**config.mk**
```make
export PLATFORM = sky130hd
export DESIGN_NAME = rmq_div_cell
export DESIGN_NICKNAME = d
export VERILOG_FILES = /design/src/hw/rtl/rmq_pkg.sv /design/src/hw/rtl/rmq_div_cell.sv
export SDC_FILE = /design/constraint.sdc
export NUM_CORES = 1
export LEC_CHECK = 0
export BUFFER_PORTS_ARGS = -buffer_cell sky130_fd_sc_hd__buf_2
export CAP_MARGIN = 20
export CORE_AREA = 2 2 275 277
export DETAILED_ROUTE_END_ITERATION = 12
export DIE_AREA = 0 0 277 279
export MAX_ROUTING_LAYER = met4
export SLEW_MARGIN = 10
export SYNTH_ARGS = -nofsm -noshare
export SYNTH_HDL_FRONTEND = slang
export SYNTH_SLANG_ARGS = --single-unit
```
**constraint.sdc**
```tcl
create_clock -name clk -period 0.9 [get_ports clk]
set_input_delay 0.135 -clock clk [delete_from_list [all_inputs] [get_ports clk]]
set_output_delay 0.135 -clock clk [all_outputs]
set_load 0.02 [all_outputs]
```
**src/hw/rtl/rmq_pkg.sv**
```systemverilog
// shared types, constants and helper functions of the rotation matrix to quaternion converter
package rmq_pkg;

	localparam int Q_W       = 32;  // width of every rotation, translation and quaternion word
	localparam int IN_N      = 12;  // words in one input beat
	localparam int OUT_N     = 4;   // quaternion words in one output beat
	localparam int RAD_W     = 62;  // radicand, remainder and shifted-root width
	localparam int ROOT_W    = 31;  // bits of every root
	localparam int MAG_W     = 33;  // magnitude of an off-diagonal sum
	localparam int QB_W      = 32;  // quotient bits kept by the divider chain
	localparam int WRK_W     = 36;  // signed working width of the front-end sums
	localparam int NR        = 5;   // roots taken side by side
	localparam int HALF_SH   = 28;  // half root: radicand is a * 2^28
	localparam int PIV_SH    = 29;  // pivot root: radicand is a * 2^29
	localparam int DIV_SH    = 28;  // s / (4p) is s * 2^28 / p
	localparam int OVF_SH    = 4;   // quotient reaches 2^32 when mag >= 16 p
	localparam int CFG_W     = 31;
	localparam int CFG_IDX_W = 2;

	// root lanes
	localparam int LW = 0;
	localparam int LX = 1;
	localparam int LY = 2;
	localparam int LZ = 3;
	localparam int LP = 4;

	// trace-branch word slots, same order as the output beat
	localparam int QX = 0;
	localparam int QY = 1;
	localparam int QZ = 2;
	localparam int QW = 3;

	localparam logic [CFG_W-1:0] ZERO_THR_RST = 31'd16;
	localparam logic [CFG_W-1:0] POS_TOL_RST  = 31'd66;

	typedef enum logic [CFG_IDX_W-1:0] {
		REG_ZERO_THR = 2'd0,
		REG_POS_TOL  = 2'd1
	} reg_idx_t;

	typedef enum logic [1:0] {
		PIV_X = 2'd0,
		PIV_Y = 2'd1,
		PIV_Z = 2'd2
	} piv_t;

	typedef struct packed {
		logic             neg_x;
		logic             neg_y;
		logic             neg_z;
		piv_t             piv;
		logic [MAG_W-1:0] mag_a;
		logic [MAG_W-1:0] mag_b;
		logic             neg_a;
		logic             neg_b;
		logic             imprecise;
	} side_t;

	typedef struct packed {
		logic [NR-1:0][RAD_W-1:0] rem;
		logic [NR-1:0][RAD_W-1:0] res;
		side_t                    side;
	} sq_t;

	typedef struct packed {
		logic [RAD_W-1:0]            rem_a;
		logic [RAD_W-1:0]            rem_b;
		logic [QB_W-1:0]             q_a;
		logic [QB_W-1:0]             q_b;
		logic                        ovf_a;
		logic                        ovf_b;
		logic [ROOT_W-1:0]           p;
		logic [OUT_N-1:0][Q_W-1:0]   tq;
		logic                        use_trace;
		piv_t                        piv;
		logic                        neg_a;
		logic                        neg_b;
		logic                        imprecise;
	} dv_t;

	// apply sign and saturate an unsigned quotient to the signed output range
	function automatic logic [Q_W-1:0] sat_quot(input logic [QB_W-1:0] q, input logic ovf,
			input logic neg);
		logic [Q_W-1:0] r;
		if (!neg) begin
			if (ovf || q[QB_W-1]) r = {1'b0, {(Q_W-1){1'b1}}};
			else r = q;
		end else begin
			if (ovf || (q > {1'b1, {(QB_W-1){1'b0}}})) r = {1'b1, {(Q_W-1){1'b0}}};
			else r = -q;
		end
		return r;
	endfunction

	// signed output word from a root magnitude
	function automatic logic [Q_W-1:0] signed_root(input logic [ROOT_W-1:0] h, input logic neg);
		logic [Q_W-1:0] m;
		m = Q_W'(h);
		return neg ? -m : m;
	endfunction

endpackage

```
**src/hw/rtl/rmq_div_cell.sv**
```systemverilog
// one quotient bit of the two fallback divisions
module rmq_div_cell #(
	parameter int STEP = 0
) (
	input  logic         clk,
	input  logic         arst_n,
	input  logic         en,
	input  logic         in_valid,
	input  rmq_pkg::dv_t in,
	output logic         out_valid,
	output rmq_pkg::dv_t out
);

	rmq_pkg::dv_t nxt;
	logic         valid_q;
	rmq_pkg::dv_t data_q;

	always_comb begin
		logic [rmq_pkg::RAD_W-1:0] d;
		d   = rmq_pkg::RAD_W'(in.p) << STEP;
		nxt = in;
		if (in.rem_a >= d) begin
			nxt.rem_a     = in.rem_a - d;
			nxt.q_a[STEP] = 1'b1;
		end
		if (in.rem_b >= d) begin
			nxt.rem_b     = in.rem_b - d;
			nxt.q_b[STEP] = 1'b1;
		end
	end

	always_ff @(posedge clk or negedge arst_n) begin
		if (!arst_n) valid_q <= 1'b0;
		else if (en) valid_q <= in_valid;
	end

	always_ff @(posedge clk) begin
		if (en) data_q <= nxt;
	end

	assign out_valid = valid_q;
	assign out       = data_q;

endmodule

```
* Yosys cells after proc, flatten, opt, wreduce, memory -nomap -nowiden
Cells that the tools add are included.
** Word-level totals
- Flip-flop bits (word level) :: 356
- Input bits :: 359
- Output and inout bits :: 356
- Logic and storage cells :: 25
** Cells by class
- Add/subtract/negate cells :: 2
- Order comparisons :: 2
- Mux-type cells :: 2
** Operator list (number)
- $ge A62 B31 Y1 :: 2
- $mux W62 :: 2
- $sub A62 B31 Y62 :: 2

* Logic depth before layout (Yosys ltp)
- Depth in word-level cells :: 2
- Gate-level depth with buffers :: 13
- Mapped depth without buffers :: 12

* Least setup slack after synthesis
Ideal clock, no wire load.
- Kind :: input -> register
- From :: input port in[231] (netlist name)
- To :: register data_q, in the netlist out[231], data pin
- Library setup time :: 267 ps
- Arrival :: 2868 ps
- Data required time :: 633 ps
- Setup slack :: -2235 ps
- Cell stages on the path :: 12
- Buffers on the path :: 2
- Path through :: inv_1 > ha_1 > fa_1 > nand2b_1 > a21oi_1 > o21ai_0 > a211oi_1 > a21oi_1 > o21bai_1 > clkbuf_1 > clkbuf_1 > a21oi_1
** RTL lines
- start: declaration :: RTL line rmq_div_cell.sv:9 : input rmq_pkg::dv_t in,
- end signal: assignment :: RTL line rmq_div_cell.sv:38 : if (en) data_q <= nxt;
- end: declaration :: RTL line rmq_div_cell.sv:16 : rmq_pkg::dv_t data_q;

==> flow_summary.json <==
{
  "synth.avg_cell_area_um2": 13.1,
  "p_per_area_nw_per_um2": 1580,
  "cts.clk_slew.worst_paths_ns": 0.06,
  "clock_skew_ns": 0,
  "mostFrequentLayoutCell": "buf_4",
  "antenna_found_initial": 21,
  "grtUsageTotal_pct": 20.9,
  "drt_wl_total_um": 85300,
  "hold_viol": 0,
  "dr.first_iter.drc_count": 1102,
  "p_sw_mw": 16.2,
  "hold_start": "in[317]",
  "fin_ws_ns": -1.62,
  "die_w_um": 277,
  "root_buffer": "clkbuf_16",
  "drc": 0,
  "start_util_pct": 22.2,
  "ys.flop_type": "edfxtp_1",
  "rr_endpoint": "out_valid",
  "hold_class": "in -> reg",
  "synth.area.mux_share_pct": 0.479,
  "start_kind": "input pin",
  "synth.largest_area_cell": "edfxtp_1",
  "period_share_pct": 281,
  "synth_seq_area_share_pct": 65.0,
  "max-slew-margin-rel_pct": 56.0,
  "switching_share_pct": 29.5,
  "p_seq_share_pct": 38.3,
  "worst_pin_slew_ns": 0.654,
  "max_freq_mhz": 396,
  "h-tree-depth": 2,
  "cts_buffer_depth": 3,
  "regArea_um2": 10700,
  "yosys_warnings": 0,
  "r2r_setup_slack_ns": 0.11,
  "cts_tree": "built",
  "ys_ff_latch": 356,
  "die_area_um2": 77300,
  "setup_viol": 482,
  "yosys.area_share.simple_pct": 11.1,
  "synth_enable_flop_cells": 355,
  "fill_cells": 6372,
  "die_h_um": 279,
  "slew_viol_final": 0,
  "row_count": 100,
  "comb_power_share_pct": 28.7,
  "cp-end-kind": "flip-flop",
  "port_buffers": 714,
  "via_per_inst": 4.47,
  "clk_latency_ns": 0.58,
  "dp_cells": 3361,
  "grt_max_degree": 28,
  "outcome": "finished, violations left",
  "synth_top_family_by_area": "simple AND/OR/NAND/NOR gates",
  "synth_fp_nets": 1678,
  "grt_pass1_vias": 17400,
  "hold_path_end": "out[317]",
  "firstDrtPassIters": 5,
  "fin_hold_ws_ns": 0.0227,
  "holdPathStages": 3,
  "fin_util_pct": 46.9,
  "synth_top_area_share_pct": 64.8,
  "synth_fa_ha_area_share_pct": 4.96,
  "async_reset_ff_share_pct": 0.281,
  "synthXorXnorAreaFrac_pct": 6.18,
  "cp.required_ns": 1.22,
  "dp_hpwl_um": 62500,
  "post-route-min-period_ns": 2.52,
  "instances_no_fill": 3876,
  "p_clk_share_pct": 33.1,
  "reg2reg_depth": 1,
  "drive_gt1_share_pct": 56.6,
  "syn_area_um2": 16400,
  "multi_input_area_um2": 7520,
  "postSynthCellCount": 1255,
  "ys_types": 69,
  "ir_drop_uv": 1710,
  "r2r_start": "out_valid",
  "synth_area_leaders": "edfxtp_1, ha_1, a21oi_1",
  "violations": "setup timing",
  "nNetsFinal": 3280,
  "arrival_ns": 2.84,
  "area_delta_synth_final_pct": 111,
  "grt_first_pass_wirelength_um": 116000,
  "place_congestion": 0.917,
  "overflow": 0,
  "drv_cap": 0,
  "synth-compound-area-share_pct": 10.3,
  "io_pins": 715,
  "intPower_mw": 38.7,
  "p_leak_nw": 14.8,
  "routedWlPerCell_um": 22.0,
  "most-common-layout-cells": "buf_4, buf_2, edfxtp_1, dlygate4sd3_1, buf_6",
  "ant_nets": 0,
  "clock-sinks": 356,
  "critPathMaxFanout": 5,
  "grt_setup_unrepaired": "true",
  "core_um2": 74100,
  "critPathKind": "in -> reg",
  "cts_inserted_buffers": 44,
  "vias": 17300
}
==> what timing repair did <==
item,4_1_cts,5_1_grt
hold buffers,345,3
cloned,3,6
endpoints found under the setup margin,482,482
hold endpoints to repair,343,3
pin swaps,73,90
buffers inserted,49,32
resized for setup,630,477
==> state kept, by name, summed over array words and instances (netlist names) <==
register   count
out_valid      1
out          355
==> synth_stat cells, drive strengths merged (21+ instances only) <==
master	instances
nor4	21
xor2	53
ha	62
nand4	21
a21oi	116
a21o	24
nand2	75
clkbuf	21
inv	54
edfxtp	355
xnor2	63
nor2	126
o21ai	43
nor3	29
==> final cells by class <==
class,count,share of cell area [%]
clock inverter,31,0.970
timing repair buffer,1583,39.0
multi-input combinational,818,21.7
clock buffer,48,3.22
tap,969,3.49
antenna,17,0.123
inverter,54,0.735
sequential,356,30.8
==> cells by family after synthesis <==
logic type,count (synthesis)
xor+xnor,116
compound gates,271
mux,7
fa+ha+maj,64
simple gates,360
flops,356
buf+inv,81
==> metal layers <==
metal,track usage [%],share of wire (%)
met1,25.2,41
met2,33.6,47
met3,6.88,9.1
met4,5.62,2.8
met5,-,0
==> power groups by stage <==
stage | clock network [mW] | logic (mW) | registers, mW
floorplan | 0 | 2.97 | 22.9
global placement | 0 | 11.3 | 20.9
detailed placement | 0 | 11.4 | 20.9
CTS | 18.5 | 14.4 | 20.8
global route | 19.2 | 16.6 | 21.1
finish | 18.2 | 15.8 | 21.0
==> critical path, stage by stage <==
cell and delay (ns):
buf_8 0.08, clkinvlp_4 0.17, ha_4 0.29, a21oi_4 0.16
o21ai_2 0.08, a31o_4 0.21, a311o_1 0.34, a31o_2 0.26
a41o_1 0.24, or4_4 0.46, buf_8 0.17, nor4_4 0.14
xor2_1 0.10
==> metrics by stage <==
step | total power [mW] | area (um^2) | setup TNS [ns] | worst slack (ns)
floorplan | 25.9 | 16900 | -206.58 | -1.99
global placement | 32.2 | 25000 | -308.18 | -2.46
detailed placement | 32.3 | 25000 | -306.75 | -2.47
CTS | 53.8 | 32600 | -307.58 | -1.59
global route | 56.9 | 34700 | -325.41 | -1.68
finish | 54.9 | 34700 | -302.90 | -1.62
==> how the worst max path moves through the flow <==
stage                        from  endpoint  slack (ns)  cells after the start
after floorplan           in[329]  out[350]       -1.99                     11
final                     in[150]  out[340]       -1.62                     13
after global routing      in[134]  out[348]       -1.68                     13
after CTS                 in[146]  out[350]       -1.59                     13
after detailed placement  in[148]  out[350]       -2.47                     13
after global placement    in[148]  out[350]       -2.46                     13
(Power assumes the default switching activity.)
