**src/hw/rtl/rmq_pkg.sv**
```systemverilog
// shared types, constants and helper functions of the rotation matrix to quaternion converter
package rmq_pkg;

	localparam int Q_W       = 32;  // width of every rotation, translation and quaternion word
	localparam int IN_N      = 12;  // words in one input beat
	localparam int OUT_N     = 4;   // quaternion words in one output beat
	localparam int RAD_W     = 62;  // radicand, remainder and shifted-root width
	localparam int ROOT_W    = 31;  // bits of every root
	localparam int MAG_W     = 33;  // magnitude of an off-diagonal sum
	localparam int QB_W      = 32;  // quotient bits kept by the divider chain
	localparam int WRK_W     = 36;  // signed working width of the front-end sums
	localparam int NR        = 5;   // roots taken side by side
	localparam int HALF_SH   = 28;  // half root: radicand is a * 2^28
	localparam int PIV_SH    = 29;  // pivot root: radicand is a * 2^29
	localparam int DIV_SH    = 28;  // s / (4p) is s * 2^28 / p
	localparam int OVF_SH    = 4;   // quotient reaches 2^32 when mag >= 16 p
	localparam int CFG_W     = 31;
	localparam int CFG_IDX_W = 2;

	// root lanes
	localparam int LW = 0;
	localparam int LX = 1;
	localparam int LY = 2;
	localparam int LZ = 3;
	localparam int LP = 4;

	// trace-branch word slots, same order as the output beat
	localparam int QX = 0;
	localparam int QY = 1;
	localparam int QZ = 2;
	localparam int QW = 3;

	localparam logic [CFG_W-1:0] ZERO_THR_RST = 31'd16;
	localparam logic [CFG_W-1:0] POS_TOL_RST  = 31'd66;

	typedef enum logic [CFG_IDX_W-1:0] {
		REG_ZERO_THR = 2'd0,
		REG_POS_TOL  = 2'd1
	} reg_idx_t;

	typedef enum logic [1:0] {
		PIV_X = 2'd0,
		PIV_Y = 2'd1,
		PIV_Z = 2'd2
	} piv_t;

	typedef struct packed {
		logic             neg_x;
		logic             neg_y;
		logic             neg_z;
		piv_t             piv;
		logic [MAG_W-1:0] mag_a;
		logic [MAG_W-1:0] mag_b;
		logic             neg_a;
		logic             neg_b;
		logic             imprecise;
	} side_t;

	typedef struct packed {
		logic [NR-1:0][RAD_W-1:0] rem;
		logic [NR-1:0][RAD_W-1:0] res;
		side_t                    side;
	} sq_t;

	typedef struct packed {
		logic [RAD_W-1:0]            rem_a;
		logic [RAD_W-1:0]            rem_b;
		logic [QB_W-1:0]             q_a;
		logic [QB_W-1:0]             q_b;
		logic                        ovf_a;
		logic                        ovf_b;
		logic [ROOT_W-1:0]           p;
		logic [OUT_N-1:0][Q_W-1:0]   tq;
		logic                        use_trace;
		piv_t                        piv;
		logic                        neg_a;
		logic                        neg_b;
		logic                        imprecise;
	} dv_t;

	// apply sign and saturate an unsigned quotient to the signed output range
	function automatic logic [Q_W-1:0] sat_quot(input logic [QB_W-1:0] q, input logic ovf,
			input logic neg);
		logic [Q_W-1:0] r;
		if (!neg) begin
			if (ovf || q[QB_W-1]) r = {1'b0, {(Q_W-1){1'b1}}};
			else r = q;
		end else begin
			if (ovf || (q > {1'b1, {(QB_W-1){1'b0}}})) r = {1'b1, {(Q_W-1){1'b0}}};
			else r = -q;
		end
		return r;
	endfunction

	// signed output word from a root magnitude
	function automatic logic [Q_W-1:0] signed_root(input logic [ROOT_W-1:0] h, input logic neg);
		logic [Q_W-1:0] m;
		m = Q_W'(h);
		return neg ? -m : m;
	endfunction

endpackage

```
**src/hw/rtl/rmq_sqrt_cell.sv**
```systemverilog
// one digit step of five square roots taken side by side
module rmq_sqrt_cell #(
	parameter int STEP = 0
) (
	input  logic         clk,
	input  logic         arst_n,
	input  logic         en,
	input  logic         in_valid,
	input  rmq_pkg::sq_t in,
	output logic         out_valid,
	output rmq_pkg::sq_t out
);

	localparam logic [rmq_pkg::RAD_W-1:0] BIT = rmq_pkg::RAD_W'(1) << (2 * STEP);

	rmq_pkg::sq_t nxt;
	logic         valid_q;
	rmq_pkg::sq_t data_q;

	always_comb begin
		logic [rmq_pkg::RAD_W-1:0] t;
		nxt = in;
		for (int n = 0; n < rmq_pkg::NR; n++) begin
			t = in.res[n] + BIT;
			if (in.rem[n] >= t) begin
				nxt.rem[n] = in.rem[n] - t;
				nxt.res[n] = (in.res[n] >> 1) + BIT;
			end else begin
				nxt.res[n] = in.res[n] >> 1;
			end
		end
	end

	always_ff @(posedge clk or negedge arst_n) begin
		if (!arst_n) valid_q <= 1'b0;
		else if (en) valid_q <= in_valid;
	end

	always_ff @(posedge clk) begin
		if (en) data_q <= nxt;
	end

	assign out_valid = valid_q;
	assign out       = data_q;

endmodule

```
**config.mk**
```make
export PLATFORM = sky130hd
export DESIGN_NAME = rmq_sqrt_cell
export DESIGN_NICKNAME = d
export VERILOG_FILES = /design/src/hw/rtl/rmq_pkg.sv /design/src/hw/rtl/rmq_sqrt_cell.sv
export SDC_FILE = /design/constraint.sdc
export NUM_CORES = 2
export LEC_CHECK = 0
export ABC_AREA = 0
export BUFFER_PORTS_ARGS = -buffer_cell sky130_fd_sc_hd__buf_4
export CORE_AREA = 3 3 544 546
export DETAILED_ROUTE_END_ITERATION = 12
export DIE_AREA = 0 0 547 549
export GPL_ROUTABILITY_DRIVEN = 0
export PLACE_DENSITY = 0.35
export SETUP_SLACK_MARGIN = 0.3
export SYNTH_ARGS = -nofsm -noshare
export SYNTH_HDL_FRONTEND = slang
export SYNTH_SLANG_ARGS = --single-unit
```
**constraint.sdc**
```tcl
create_clock -name clk -period 2.43 [get_ports clk]
set_clock_uncertainty 0.1 [all_clocks]
set_input_delay 0.486 -clock clk [delete_from_list [all_inputs] [get_ports clk]]
set_output_delay 0.486 -clock clk [all_outputs]
set_load 0.05 [all_outputs]
```
; ---- After elaboration in Yosys (flattened, before gate mapping)
; Cells that the tools add are included.
[totals]
reg_bits = 695
word_cells = 55
out_inout_bits = 695
[classes]
n_addsub = 15
n_lt_le_gt_ge = 5
mux = 10
[op_table]
columns = cell, n
row1 = 61-bit by 1-bit adder with 62-bit output (second input constant), 5
row2 = 62-bit by 1-bit adder with 62-bit output (second input constant), 5
row3 = 62-bit greater-or-equal comparator, 5
row4 = 62-bit two-way mux, 5
row5 = 62-bit subtractor, 5
row6 = 61-bit two-way mux, 5

; ---- Longest topological paths before layout
[logic_depth]
depth_word = 3
mapped_depth = 27

; ---- Worst setup path before layout
; Ideal clock, no wire load.
[synth_timing]
kind = input -> register
from = in in[137] (netlist name)
to = reg data_q, in the netlist out[153], data pin
t_required_ps = 2072
path_stages = 24
arrival_ps = 5405
setup_ps = 258
slack_ps = -3332
n_path_buf = 3
path_cell_list = ha_1 > and3_1 > and3_1 > and3_1 > and4_1 > and3_1 > clkbuf_1 > nand2_1 > nor4_1 > nand3_1 > xor2_1 > ha_1 > clkbuf_1 > nand3_1 > nor4_1 > nand3_1 > or4_1 > a31oi_1 > a211o_1 > buf_2 > nand2_1 > nor2_1 > nand4_1 > xnor2_1
[synth_rtl]
columns = element, line
row1 = from (decl), rmq_sqrt_cell.sv:9  ; input rmq_pkg::sq_t in,
row2 = to (signal assigned), rmq_sqrt_cell.sv:40  ; if (en) data_q <= nxt;
row3 = to (decl), rmq_sqrt_cell.sv:18  ; rmq_pkg::sq_t data_q;

==> results.txt <==
Outcome - finished, violations left
Failing checks - setup timing
Fraction of layout cells with a size suffix above 1 - 0.501
Syn nets - 6973
Die area - 0.300 mm²
Worst EP required - 2.92 ns
NumNets Final - 11600
Clk buf depth - 4
Ys async rst share - 0.00144
P&R area growth vs syn - 98.1%
Final hold violations - 0
Register share of total power - 0.276
Fmax - 205 MHz
Sw Ratio - 0.385
Max Cap Viol - 0
Most frequent CP cell - and3_4
Multi-input gate area - 0.0372 mm²
Post-DP HPWL - 316 mm
Post-route cell area - 0.107 mm²
Number of remaining DRC errors - 0
Leakage - 46.8 nW
Pre-Repair DR Iteration Count - 5
I/O Buffers - 1392
Slew Limit Fails - 0
Vias in the first global route - 68300
Share of Yosys cell area claimed by the top area cell type - 0.387
Path depth of the worst reg2reg path - 1
WL final - 383 mm
Commonest non-fill, non-tap cell in the layout - buf_4
Psw - 21.9 mW
Vias/cell - 4.51
Synthesis Warnings - 0
Clock power frac - 0.276
Hold depth - 5
Slew HR - 0.530
HP Class - input pin to register
Number of flops mapped to enable cells by yosys - 694
Power Internal - 35.0 mW
Gr ovfl total - 0
Die X - 547 µm
CTS Buf Count - 102
Rows - 198
TritonCTS Sinks - 695
VDD IR-drop max - 664 µV
Sequential share of the synthesized area - 0.387
First-pass GRT wire length - 523 mm
Pwr Density - 533 mW/mm²
Initial Utilization - 0.185
Commonest non-fill, non-tap cells in the layout - buf_4, edfxtp_1, dlygate4sd3_1
Setup WS post-layout - -2.45 ns
Minimum clock period - 4.88 ns
Crit-path max FO - 7
Top_reg_cell synth - edfxtp_1
CORE AREA - 0.291 mm²
Hold slack - 0.0579 ns
Die Y - 549 µm
Post-synth cell types - 93
Via count - 65700
Post-synth top area cell - edfxtp_1
Syn Inst Count - 5950
Routed Antenna Nets - 0
Fill cell count - 29900
Comb pwr share - 0.448
Initial antenna violation count - 116
Critical Path AT - 5.37 ns
Crit-path slowest cell - or4_4
Top cells by area, synth - edfxtp_1, xnor2_1, ha_1
Post-synthesis register bit count - 695
Critical path's largest stage delay - 0.49 ns
Clock Pin Slew Worst Setup and Hold Paths - 0.06 ns
Routed len/inst - 26.2 µm
Worst-Margin Slew - 0.700 ns
Largest net degree at the start of global routing - 76
Clock Latency Late Sink - 0.82 ns
CTS H-tree lvls - 3
CTS root buffer - clkbuf_16
Kind of critical path - input pin to register
# IOs - 1393
Avg Inst Size Synth - 9.06 µm²
DP Area - 0.0884 mm²
Finish-stage setup viols - 620
Crit share post-route - 2.01
TritonCTS clock tree - done
RSZ-0062 raised after global routing - true
Storage cell area - 0.0209 mm²
Synthesized cell area - 0.0539 mm²
Global Route Usage Sum - 0.242
1st-iter DRT viols - 4342
Startpoint class of the critical path - input pin
CP Capture Type - register
[per-layer routing]
layer / track usage / vias to the layer above / wire, µm
met1: 0.286 / 32000 / 153000
li1: - / 30900 / -
met3: 0.0482 / 553 / 21900
met4: 0.110 / 50 / 19100
met2: 0.422 / 2172 / 188000
met5: 0 / - / 353
[cell type report]
| class | count | share of cell area |
|---|---|---|
| flip-flops and latches | 695 | 0.195 |
| multi-input cells | 4857 | 0.348 |
| clock buffers | 118 | 0.0249 |
| well taps | 3900 | 0.0457 |
| diodes | 50 | 0.00117 |
| clock inverters | 63 | 0.00674 |
| repair buffers | 4786 | 0.373 |
| inverters | 116 | 0.00408 |
[worst max-delay path: cells and delay by family]
family          cells  cell delay [ns]
fa+ha+maj           2             0.60
buf+inv             7             0.85
xor+xnor            2             0.33
compound gates      2             0.44
simple gates       14             2.61
[final timing paths]
check | from | end | slack [ns]
max | in[137] | out[150] | -2.45
min | in[531] | out[531] | 0.06
max reg2reg | out_valid | out_valid | 1.58
min reg2reg | out_valid | out_valid | 0.42
max in group asynchronous | arst_n | out_valid | 1.74
min in group asynchronous | arst_n | out_valid | 0.39
[cell families after synthesis]
| family | share of synthesized area |
|---|---|
| simple gates | 0.198 |
| compound gates | 0.152 |
| xor+xnor | 0.144 |
| flops | 0.387 |
| buf+inv | 0.0292 |
| fa+ha+maj | 0.0762 |
| mux | 0.0135 |
[repair_timing]
item,in CTS,in global routing
setup buffers,219,86
hold buffers,566,5
resized for setup,952,289
pin swaps,341,155
endpoints found under the hold margin,565,5
setup endpoints to repair,799,750
gates cloned,24,13
[through the flow]
step	power, mW	setup slack [ns]	std cells	TNS (ns)	utilization
after floorplan	26.4	-2.50	5950	-1406.62	-
after global placement	38.2	-3.81	13400	-2037.40	0.304
after detailed placement	38.1	-3.77	13400	-2028.82	0.304
after CTS	56.9	-2.36	14400	-1210.51	0.358
after global routing	59.3	-2.55	14600	-1378.87	0.367
final	56.8	-2.45	14600	-1306.58	0.367
[synthesized netlist by cell type, types with 6 or more instances]
master,number
xor2_1,409
edfxtp_1,694
a2111oi_0,8
a211o_1,8
o2111ai_1,6
a21oi_1,559
o31ai_1,27
nor3b_1,7
xnor2_1,479
nor2_1,558
mux2_2,57
a221oi_1,7
or2_2,26
and2_1,45
a21boi_0,6
a41oi_1,11
clkbuf_1,212
a31oi_1,39
and4_1,20
a211oi_1,28
o21a_1,32
ha_1,320
buf_2,43
o211ai_1,22
nand3_1,243
nor3_1,119
a21o_1,187
nor4_1,41
o21bai_1,75
o22ai_1,9
nand3b_1,7
or3_1,36
nand2_1,663
nor2b_1,45
inv_1,116
nand4_1,205
or4_1,11
nand2b_1,47
o21ai_1,17
o21ai_0,245
and3_1,126
buf_1,22
[registers in the layout, indices dropped and copies added (netlist names)]
signal     flops
out          694
out_valid      1
[power by group through the flow]
stage / logic (mW) / clock network (mW) / registers (mW)
global placement: 22.2 / 0 / 16.0
global route: 26.8 / 16.7 / 15.8
CTS: 24.8 / 16.3 / 15.8
finish: 25.5 / 15.7 / 15.7
detailed placement: 22.1 / 0 / 15.9
floorplan: 6.37 / 0 / 20.1
No activity file was read; power rests on OpenSTA's default activity.
