[src/hw/rtl/rmq_pkg.sv]
// shared types, constants and helper functions of the rotation matrix to quaternion converter
package rmq_pkg;

	localparam int Q_W       = 32;  // width of every rotation, translation and quaternion word
	localparam int IN_N      = 12;  // words in one input beat
	localparam int OUT_N     = 4;   // quaternion words in one output beat
	localparam int RAD_W     = 62;  // radicand, remainder and shifted-root width
	localparam int ROOT_W    = 31;  // bits of every root
	localparam int MAG_W     = 33;  // magnitude of an off-diagonal sum
	localparam int QB_W      = 32;  // quotient bits kept by the divider chain
	localparam int WRK_W     = 36;  // signed working width of the front-end sums
	localparam int NR        = 5;   // roots taken side by side
	localparam int HALF_SH   = 28;  // half root: radicand is a * 2^28
	localparam int PIV_SH    = 29;  // pivot root: radicand is a * 2^29
	localparam int DIV_SH    = 28;  // s / (4p) is s * 2^28 / p
	localparam int OVF_SH    = 4;   // quotient reaches 2^32 when mag >= 16 p
	localparam int CFG_W     = 31;
	localparam int CFG_IDX_W = 2;

	// root lanes
	localparam int LW = 0;
	localparam int LX = 1;
	localparam int LY = 2;
	localparam int LZ = 3;
	localparam int LP = 4;

	// trace-branch word slots, same order as the output beat
	localparam int QX = 0;
	localparam int QY = 1;
	localparam int QZ = 2;
	localparam int QW = 3;

	localparam logic [CFG_W-1:0] ZERO_THR_RST = 31'd16;
	localparam logic [CFG_W-1:0] POS_TOL_RST  = 31'd66;

	typedef enum logic [CFG_IDX_W-1:0] {
		REG_ZERO_THR = 2'd0,
		REG_POS_TOL  = 2'd1
	} reg_idx_t;

	typedef enum logic [1:0] {
		PIV_X = 2'd0,
		PIV_Y = 2'd1,
		PIV_Z = 2'd2
	} piv_t;

	typedef struct packed {
		logic             neg_x;
		logic             neg_y;
		logic             neg_z;
		piv_t             piv;
		logic [MAG_W-1:0] mag_a;
		logic [MAG_W-1:0] mag_b;
		logic             neg_a;
		logic             neg_b;
		logic             imprecise;
	} side_t;

	typedef struct packed {
		logic [NR-1:0][RAD_W-1:0] rem;
		logic [NR-1:0][RAD_W-1:0] res;
		side_t                    side;
	} sq_t;

	typedef struct packed {
		logic [RAD_W-1:0]            rem_a;
		logic [RAD_W-1:0]            rem_b;
		logic [QB_W-1:0]             q_a;
		logic [QB_W-1:0]             q_b;
		logic                        ovf_a;
		logic                        ovf_b;
		logic [ROOT_W-1:0]           p;
		logic [OUT_N-1:0][Q_W-1:0]   tq;
		logic                        use_trace;
		piv_t                        piv;
		logic                        neg_a;
		logic                        neg_b;
		logic                        imprecise;
	} dv_t;

	// apply sign and saturate an unsigned quotient to the signed output range
	function automatic logic [Q_W-1:0] sat_quot(input logic [QB_W-1:0] q, input logic ovf,
			input logic neg);
		logic [Q_W-1:0] r;
		if (!neg) begin
			if (ovf || q[QB_W-1]) r = {1'b0, {(Q_W-1){1'b1}}};
			else r = q;
		end else begin
			if (ovf || (q > {1'b1, {(QB_W-1){1'b0}}})) r = {1'b1, {(Q_W-1){1'b0}}};
			else r = -q;
		end
		return r;
	endfunction

	// signed output word from a root magnitude
	function automatic logic [Q_W-1:0] signed_root(input logic [ROOT_W-1:0] h, input logic neg);
		logic [Q_W-1:0] m;
		m = Q_W'(h);
		return neg ? -m : m;
	endfunction

endpackage

[src/hw/rtl/rmq_prep.sv]
// front end: trace, root radicands, signs, pivot choice and translation check
module rmq_prep (
	input  logic [rmq_pkg::IN_N*rmq_pkg::Q_W-1:0] in_data,
	input  logic [rmq_pkg::CFG_W-1:0]             pos_tol,
	output rmq_pkg::sq_t                          out
);

	localparam logic signed [rmq_pkg::WRK_W-1:0] ONE = 36'sd1073741824;

	logic signed [rmq_pkg::Q_W-1:0]   r00, r01, r02, r10, r11, r12, r20, r21, r22;
	logic signed [rmq_pkg::Q_W-1:0]   tx, ty, tz;
	logic signed [rmq_pkg::WRK_W-1:0] tr, aw, ax, ay, az, e0, e1, e2, f0, f1, f2;
	logic signed [rmq_pkg::WRK_W-1:0] s01, s02, s12, sa, sb, ep, ma, mb;
	logic signed [rmq_pkg::WRK_W-1:0] dx, dy, dz;
	rmq_pkg::piv_t                    piv;

	function automatic logic [rmq_pkg::RAD_W-1:0] rad(input logic signed [rmq_pkg::WRK_W-1:0] a,
			input logic pivot);
		logic [rmq_pkg::RAD_W-1:0] r;
		if (a[rmq_pkg::WRK_W-1]) r = '0;
		else if (pivot) r = rmq_pkg::RAD_W'({a[32:0], {rmq_pkg::PIV_SH{1'b0}}});
		else r = rmq_pkg::RAD_W'({a[32:0], {rmq_pkg::HALF_SH{1'b0}}});
		return r;
	endfunction

	function automatic logic signed [rmq_pkg::WRK_W-1:0] abs_w(
			input logic signed [rmq_pkg::WRK_W-1:0] v);
		return v[rmq_pkg::WRK_W-1] ? -v : v;
	endfunction

	function automatic logic [rmq_pkg::Q_W-1:0] abs_t(input logic signed [rmq_pkg::Q_W-1:0] v);
		return v[rmq_pkg::Q_W-1] ? -v : v;
	endfunction

	assign r00 = signed'(in_data[0*rmq_pkg::Q_W +: rmq_pkg::Q_W]);
	assign r01 = signed'(in_data[1*rmq_pkg::Q_W +: rmq_pkg::Q_W]);
	assign r02 = signed'(in_data[2*rmq_pkg::Q_W +: rmq_pkg::Q_W]);
	assign r10 = signed'(in_data[3*rmq_pkg::Q_W +: rmq_pkg::Q_W]);
	assign r11 = signed'(in_data[4*rmq_pkg::Q_W +: rmq_pkg::Q_W]);
	assign r12 = signed'(in_data[5*rmq_pkg::Q_W +: rmq_pkg::Q_W]);
	assign r20 = signed'(in_data[6*rmq_pkg::Q_W +: rmq_pkg::Q_W]);
	assign r21 = signed'(in_data[7*rmq_pkg::Q_W +: rmq_pkg::Q_W]);
	assign r22 = signed'(in_data[8*rmq_pkg::Q_W +: rmq_pkg::Q_W]);
	assign tx  = signed'(in_data[9*rmq_pkg::Q_W +: rmq_pkg::Q_W]);
	assign ty  = signed'(in_data[10*rmq_pkg::Q_W +: rmq_pkg::Q_W]);
	assign tz  = signed'(in_data[11*rmq_pkg::Q_W +: rmq_pkg::Q_W]);

	always_comb begin
		tr = 36'(r00) + 36'(r11) + 36'(r22);
		aw = tr + ONE;
		ax = ONE + 36'(r00) + 36'(r00) - tr;
		ay = ONE + 36'(r11) + 36'(r11) - tr;
		az = ONE + 36'(r22) + 36'(r22) - tr;
		e0 = 36'(r00) + ONE;
		e1 = 36'(r11) + ONE;
		e2 = 36'(r22) + ONE;
		f0 = abs_w(e0);
		f1 = abs_w(e1);
		f2 = abs_w(e2);
		s01 = 36'(r01) + 36'(r10);
		s02 = 36'(r02) + 36'(r20);
		s12 = 36'(r12) + 36'(r21);
		dx = 36'(r21) - 36'(r12);
		dy = 36'(r02) - 36'(r20);
		dz = 36'(r10) - 36'(r01);

		// ties go to x, then y
		if (f0 >= f1 && f0 >= f2) piv = rmq_pkg::PIV_X;
		else if (f1 >= f2) piv = rmq_pkg::PIV_Y;
		else piv = rmq_pkg::PIV_Z;

		case (piv)
			rmq_pkg::PIV_X: begin
				ep = e0; sa = s01; sb = s02;
			end
			rmq_pkg::PIV_Y: begin
				ep = e1; sa = s01; sb = s12;
			end
			rmq_pkg::PIV_Z: begin
				ep = e2; sa = s02; sb = s12;
			end
			default: begin
				ep = e0; sa = s01; sb = s02;
			end
		endcase

		ma = abs_w(sa);
		mb = abs_w(sb);

		out.rem[rmq_pkg::LW] = rad(aw, 1'b0);
		out.rem[rmq_pkg::LX] = rad(ax, 1'b0);
		out.rem[rmq_pkg::LY] = rad(ay, 1'b0);
		out.rem[rmq_pkg::LZ] = rad(az, 1'b0);
		out.rem[rmq_pkg::LP] = rad(ep, 1'b1);
		out.res = '0;
		out.side.neg_x = dx[rmq_pkg::WRK_W-1];
		out.side.neg_y = dy[rmq_pkg::WRK_W-1];
		out.side.neg_z = dz[rmq_pkg::WRK_W-1];
		out.side.piv   = piv;
		out.side.mag_a = ma[rmq_pkg::MAG_W-1:0];
		out.side.mag_b = mb[rmq_pkg::MAG_W-1:0];
		out.side.neg_a = sa[rmq_pkg::WRK_W-1];
		out.side.neg_b = sb[rmq_pkg::WRK_W-1];
		out.side.imprecise = (abs_t(tx) > {1'b0, pos_tol}) || (abs_t(ty) > {1'b0, pos_tol})
			|| (abs_t(tz) > {1'b0, pos_tol});
	end

endmodule

[config.mk]
export PLATFORM = sky130hd
export DESIGN_NAME = rmq_prep
export DESIGN_NICKNAME = d
export VERILOG_FILES = /design/src/hw/rtl/rmq_pkg.sv /design/src/hw/rtl/rmq_prep.sv
export SDC_FILE = /design/constraint.sdc
export NUM_CORES = 2
export LEC_CHECK = 0
export ABC_AREA = 1
export BUFFER_PORTS_ARGS = -buffer_cell sky130_fd_sc_hd__buf_2
export CAP_MARGIN = 20
export CORE_AREA = 2 2 434 436
export DETAILED_ROUTE_END_ITERATION = 12
export DIE_AREA = 0 0 436 438
export SYNTH_ARGS = -nofsm -noshare
export SYNTH_HDL_FRONTEND = slang
export SYNTH_SLANG_ARGS = --single-unit
[constraint.sdc]
create_clock -name vclk -period 9.6
set_input_delay 2.4 -clock vclk [all_inputs]
set_output_delay 2.4 -clock vclk [all_outputs]
set_load 0.05 [all_outputs]
After elaboration in Yosys (flattened, before gate mapping)
Cells that the tools add are included.
{"block": "word_totals", "ff_bits": 0, "input_bits": 415, "out_inout_bits": 694, "word_cells": 56}
{"block": "classes", "addsub": 26, "magnitude_cmp": 6, "n_eq_ne": 2, "n_mux": 18, "reduce_logical": 4}
{"cell": "61-bit 2-to-1 mux", "n": 4}
{"cell": "36-bit 2-to-1 mux", "n": 5}
{"cell": "33-bit by 32-bit adder with 34-bit output", "n": 4}
{"cell": "32-bit by 32-bit adder with 33-bit output", "n": 4}
{"cell": "36-bit >= comparator", "n": 3}
{"cell": "33-bit negator with 36-bit output", "n": 3}
{"cell": "34-bit by 34-bit subtractor with 35-bit output", "n": 3}
{"cell": "32-bit by 32-bit adder with 33-bit output (second input constant)", "n": 3}
{"cell": "32-bit by 32-bit subtractor with 33-bit output", "n": 3}
{"cell": "32-bit by 31-bit > comparator with 1-bit output", "n": 3}
{"cell": "32-bit 2-to-1 mux", "n": 3}
{"cell": "32-bit negator", "n": 3}
{"cell": "36-bit case mux with 2 select lines", "n": 1}
{"cell": "33-bit 2-to-1 mux", "n": 2}
{"cell": "33-bit negator", "n": 2}
{"cell": "62-bit 2-to-1 mux", "n": 1}
{"cell": "34-bit by 32-bit adder with 35-bit output (second input constant)", "n": 1}
{"cell": "2-bit 2-to-1 mux", "n": 2}
{"cell": "2-bit by 1-bit == test with 1-bit output (second input constant)", "n": 1}
{"cell": "2-bit == test (second input constant)", "n": 1}
{"cell": "1-bit logical OR", "n": 2}
{"cell": "2-bit OR reduction", "n": 1}
{"cell": "1-bit logical AND", "n": 1}

Depth between registers and ports, before layout
{"block": "logic_depth", "word_depth": 11, "mapped_depth": 45, "mapped_depth_nobuf": 44}

Least setup slack after synthesis
OpenSTA, ideal clock, no wires.
{"block": "synth_timing", "path_type": "in2out", "startpoint": "input in_data[1] (netlist bit)", "endpoint": "output out[35] (netlist bit)", "arrival_time_ns": 8.578, "required_ns": 7.200, "slack_ns": -1.378, "path_stages": 37, "n_path_buf": 1, "cell_sequence": "nor3_1 -> nand2_1 -> nor2_1 -> inv_1 -> nor3_1 -> nand2_1 -> nor3_1 -> nand2_1 -> or4_1 -> nor2_1 -> nand3_1 -> nor2_1 -> inv_1 -> nor3_1 -> nand2_1 -> nand2_1 -> xor2_1 -> inv_1 -> ha_1 -> and3_1 -> nand2_1 -> a31oi_1 -> a2111oi_0 -> nand3_1 -> nand3_2 -> nand2_4 -> buf_6 -> nand2_1 -> o21ai_1 -> inv_1 -> ha_1 -> nand3_2 -> nor2_1 -> nand2_1 -> inv_2 -> nand4_1 -> nor3_1"}
{"element": "start: declaration", "line_no": "rmq_prep.sv:3", "source": "input logic [rmq_pkg::IN_N*rmq_pkg::Q_W-1:0] in_data,"}
{"element": "end: declaration", "line_no": "rmq_prep.sv:5", "source": "output rmq_pkg::sq_t out"}

==> run_results.csv <==
group,metric,value,unit
run_status,outcome,"finished with violations",
run_status,violations,"setup timing",
worst_setup_path,critPathCaptureType,"primary output",
grt,grt_max_degree,25,
placement,dp_hpwl,148,mm
worst_setup_path,cp_data_arrival_time,8430,ps
min_path,min_path_type,"in2out",
cells_and_area,fillers,20536,
die,std_cell_rows,159,
route,vias_per_cell,4.20,
synth,synth.most_common_cell,"nand2_1",
synth,synth_top_area_share,27.1,%
worst_setup_path,required,7200,ps
die,dieHeight,438,um
cells_and_area,design.seq.count,0,
sta,finalSetupViolCount,229,
cells_and_area,final_util,28.0,%
cells_and_area,seqCellArea,0,um^2
grt,grt-ovfl-total,0,
route,ant_nets,0,
synth,synth_common_cells,"890 x nand2_1, 720 x ha_1, 711 x inv_1",
grt,antenna_found_initial,50,
die,core-area,187000,um^2
worst_setup_path,crit_slowest_cell,"or4_4",
grt,grt_first_pass_wirelength,235,mm
worst_setup_path,slowest_delay,470,ps
placement,port_buffers,653,
sta,worst_slack,-1230,ps
die,start_util,17.8,%
worst_setup_path,criticalPathCategory,"in2out",
grt,first_global_vias,36205,
sta,period_share,113,%
sta,slew_viol_final,0,
sta,worst_slew_pin_slew,1100,ps
sta,max_freq,0.0924,GHz
cells_and_area,drive_above_1_share,35.7,%
sta,slew_headroom,25.8,%
cells_and_area,syn2layout_area_growth,57.5,%
worst_setup_path,path_max_fanout,7,
die,die_area,191000,um^2
worst_setup_path,critPathMostFrequentCell,"nor2_4",
die,die_width,436,um
synth,ys_types,66,
route,vias,39264,
die,io_pins,1109,
cts,hold_buffers,0,
synth,synth_area,33200,um^2
cells_and_area,clockBufferCount,0,
sta,fin_crit,10830,ps
worst_setup_path,startpoint_type,"input pin",
synth,avgSynthCellArea,6.38,um^2
sta,rsz0062_at_grt,"true",
synth,yosysSeqAreaShare,0,%
synth,synth_top_area_cell,"ha_1",
synth,ys_top_cells_by_area,"ha_1 27%, buf_4 10%, nand2_1 10%",
route,post_drt_wl_per_cell,17.9,um
placement,place_congestion,0.999,
synth,synth_warnings,0,
route,drt_wl_total,168,mm
cells_and_area,finalNetCount,8017,
route,drc_errors,0,
route,drt-initial-drc-count,2540,
job,maxCapViolCount,0,
synth,synthCells,5207,
sta,hold_violations,0,
route,drt_first_pass_iters,6,
grt,grtUsageTotal,16.2,%
-- cell usage in the layout (no fill, tap or decap), drive strengths merged, types with 16 or more instances in the layout --
master,count
conb,456
o21ai,226
o21a,16
o21bai,29
clkbuf,24
a31oi,19
a21boi,18
diode,18
nor3,90
a21oi,382
nand3,176
inv,716
xor2,300
fa,42
nand4,58
xnor2,141
ha,720
o31ai,18
buf,1680
nor4,32
nand2,897
nor2,605
nand3b,17
o22ai,31
a211oi,45
-- per-layer routing --
layer / track usage (%) / part of all wire [%] / wire length, um / up-vias
met5: 0 / 0.041 / 68 / -
met2: 29.0 / 49 / 82700 / 1360
li1: - / - / - / 19468
met4: 4.32 / 3.9 / 6560 / 10
met3: 1.55 / 5.5 / 9150 / 298
met1: 20.6 / 41 / 69200 / 18128
-- cell type report --
type / instances / area [um^2] / share of cell area (%)
inverters: 719 / 2750 / 5.26
well taps: 2495 / 3120 / 5.97
repair buffers: 1706 / 13600 / 26.1
diodes: 18 / 45.0 / 0.0861
multi-input cells: 4413 / 32800 / 62.6
-- worst paths after layout --
path,start,cells past startpoint,endpoint,slack [ps]
worst max-delay path,in_data[258],39,out[33],-1230
worst min-delay path,in_data[137],4,out[670],5320
-- timing repair --
item                                    4_1_cts  5_1_grt
pin swaps                                    51      253
hold endpoints to repair                      0        0
gates resized for setup                     375      618
buffers inserted                             48       72
gates cloned                                 12        2
endpoints found under the setup margin      231      235
-- cells by family after synthesis --
kind of cell | after synthesis | share of synthesized area, %
xor+xnor | 441 | 11.7
fa+ha+maj | 762 | 29.7
compound gates | 841 | 14.6
buf+inv | 1249 | 19.6
other cells | 1 | 0.0113
simple gates | 1913 | 24.3
-- metrics by stage --
stage               hold WS, ps  std cells  area (um^2)  setup TNS, ps  worst slack (ps)
CTS                        5320       9273        49400        -216460             -1260
global placement           5370       9213        47300        -296920             -1980
global route               5360       9343        52300        -286170             -1590
detailed placement         5370       9213        47300        -293260             -1910
finish                     5320       9351        52300        -203250             -1230
floorplan                  5000       5662        36700         -19390              -238
-- critical path: cells and delay by family --
kind / cells / cell delay (ps)
simple gates: 26 / 4060
buf+inv: 10 / 1350
compound gates: 2 / 300
fa+ha+maj: 1 / 280
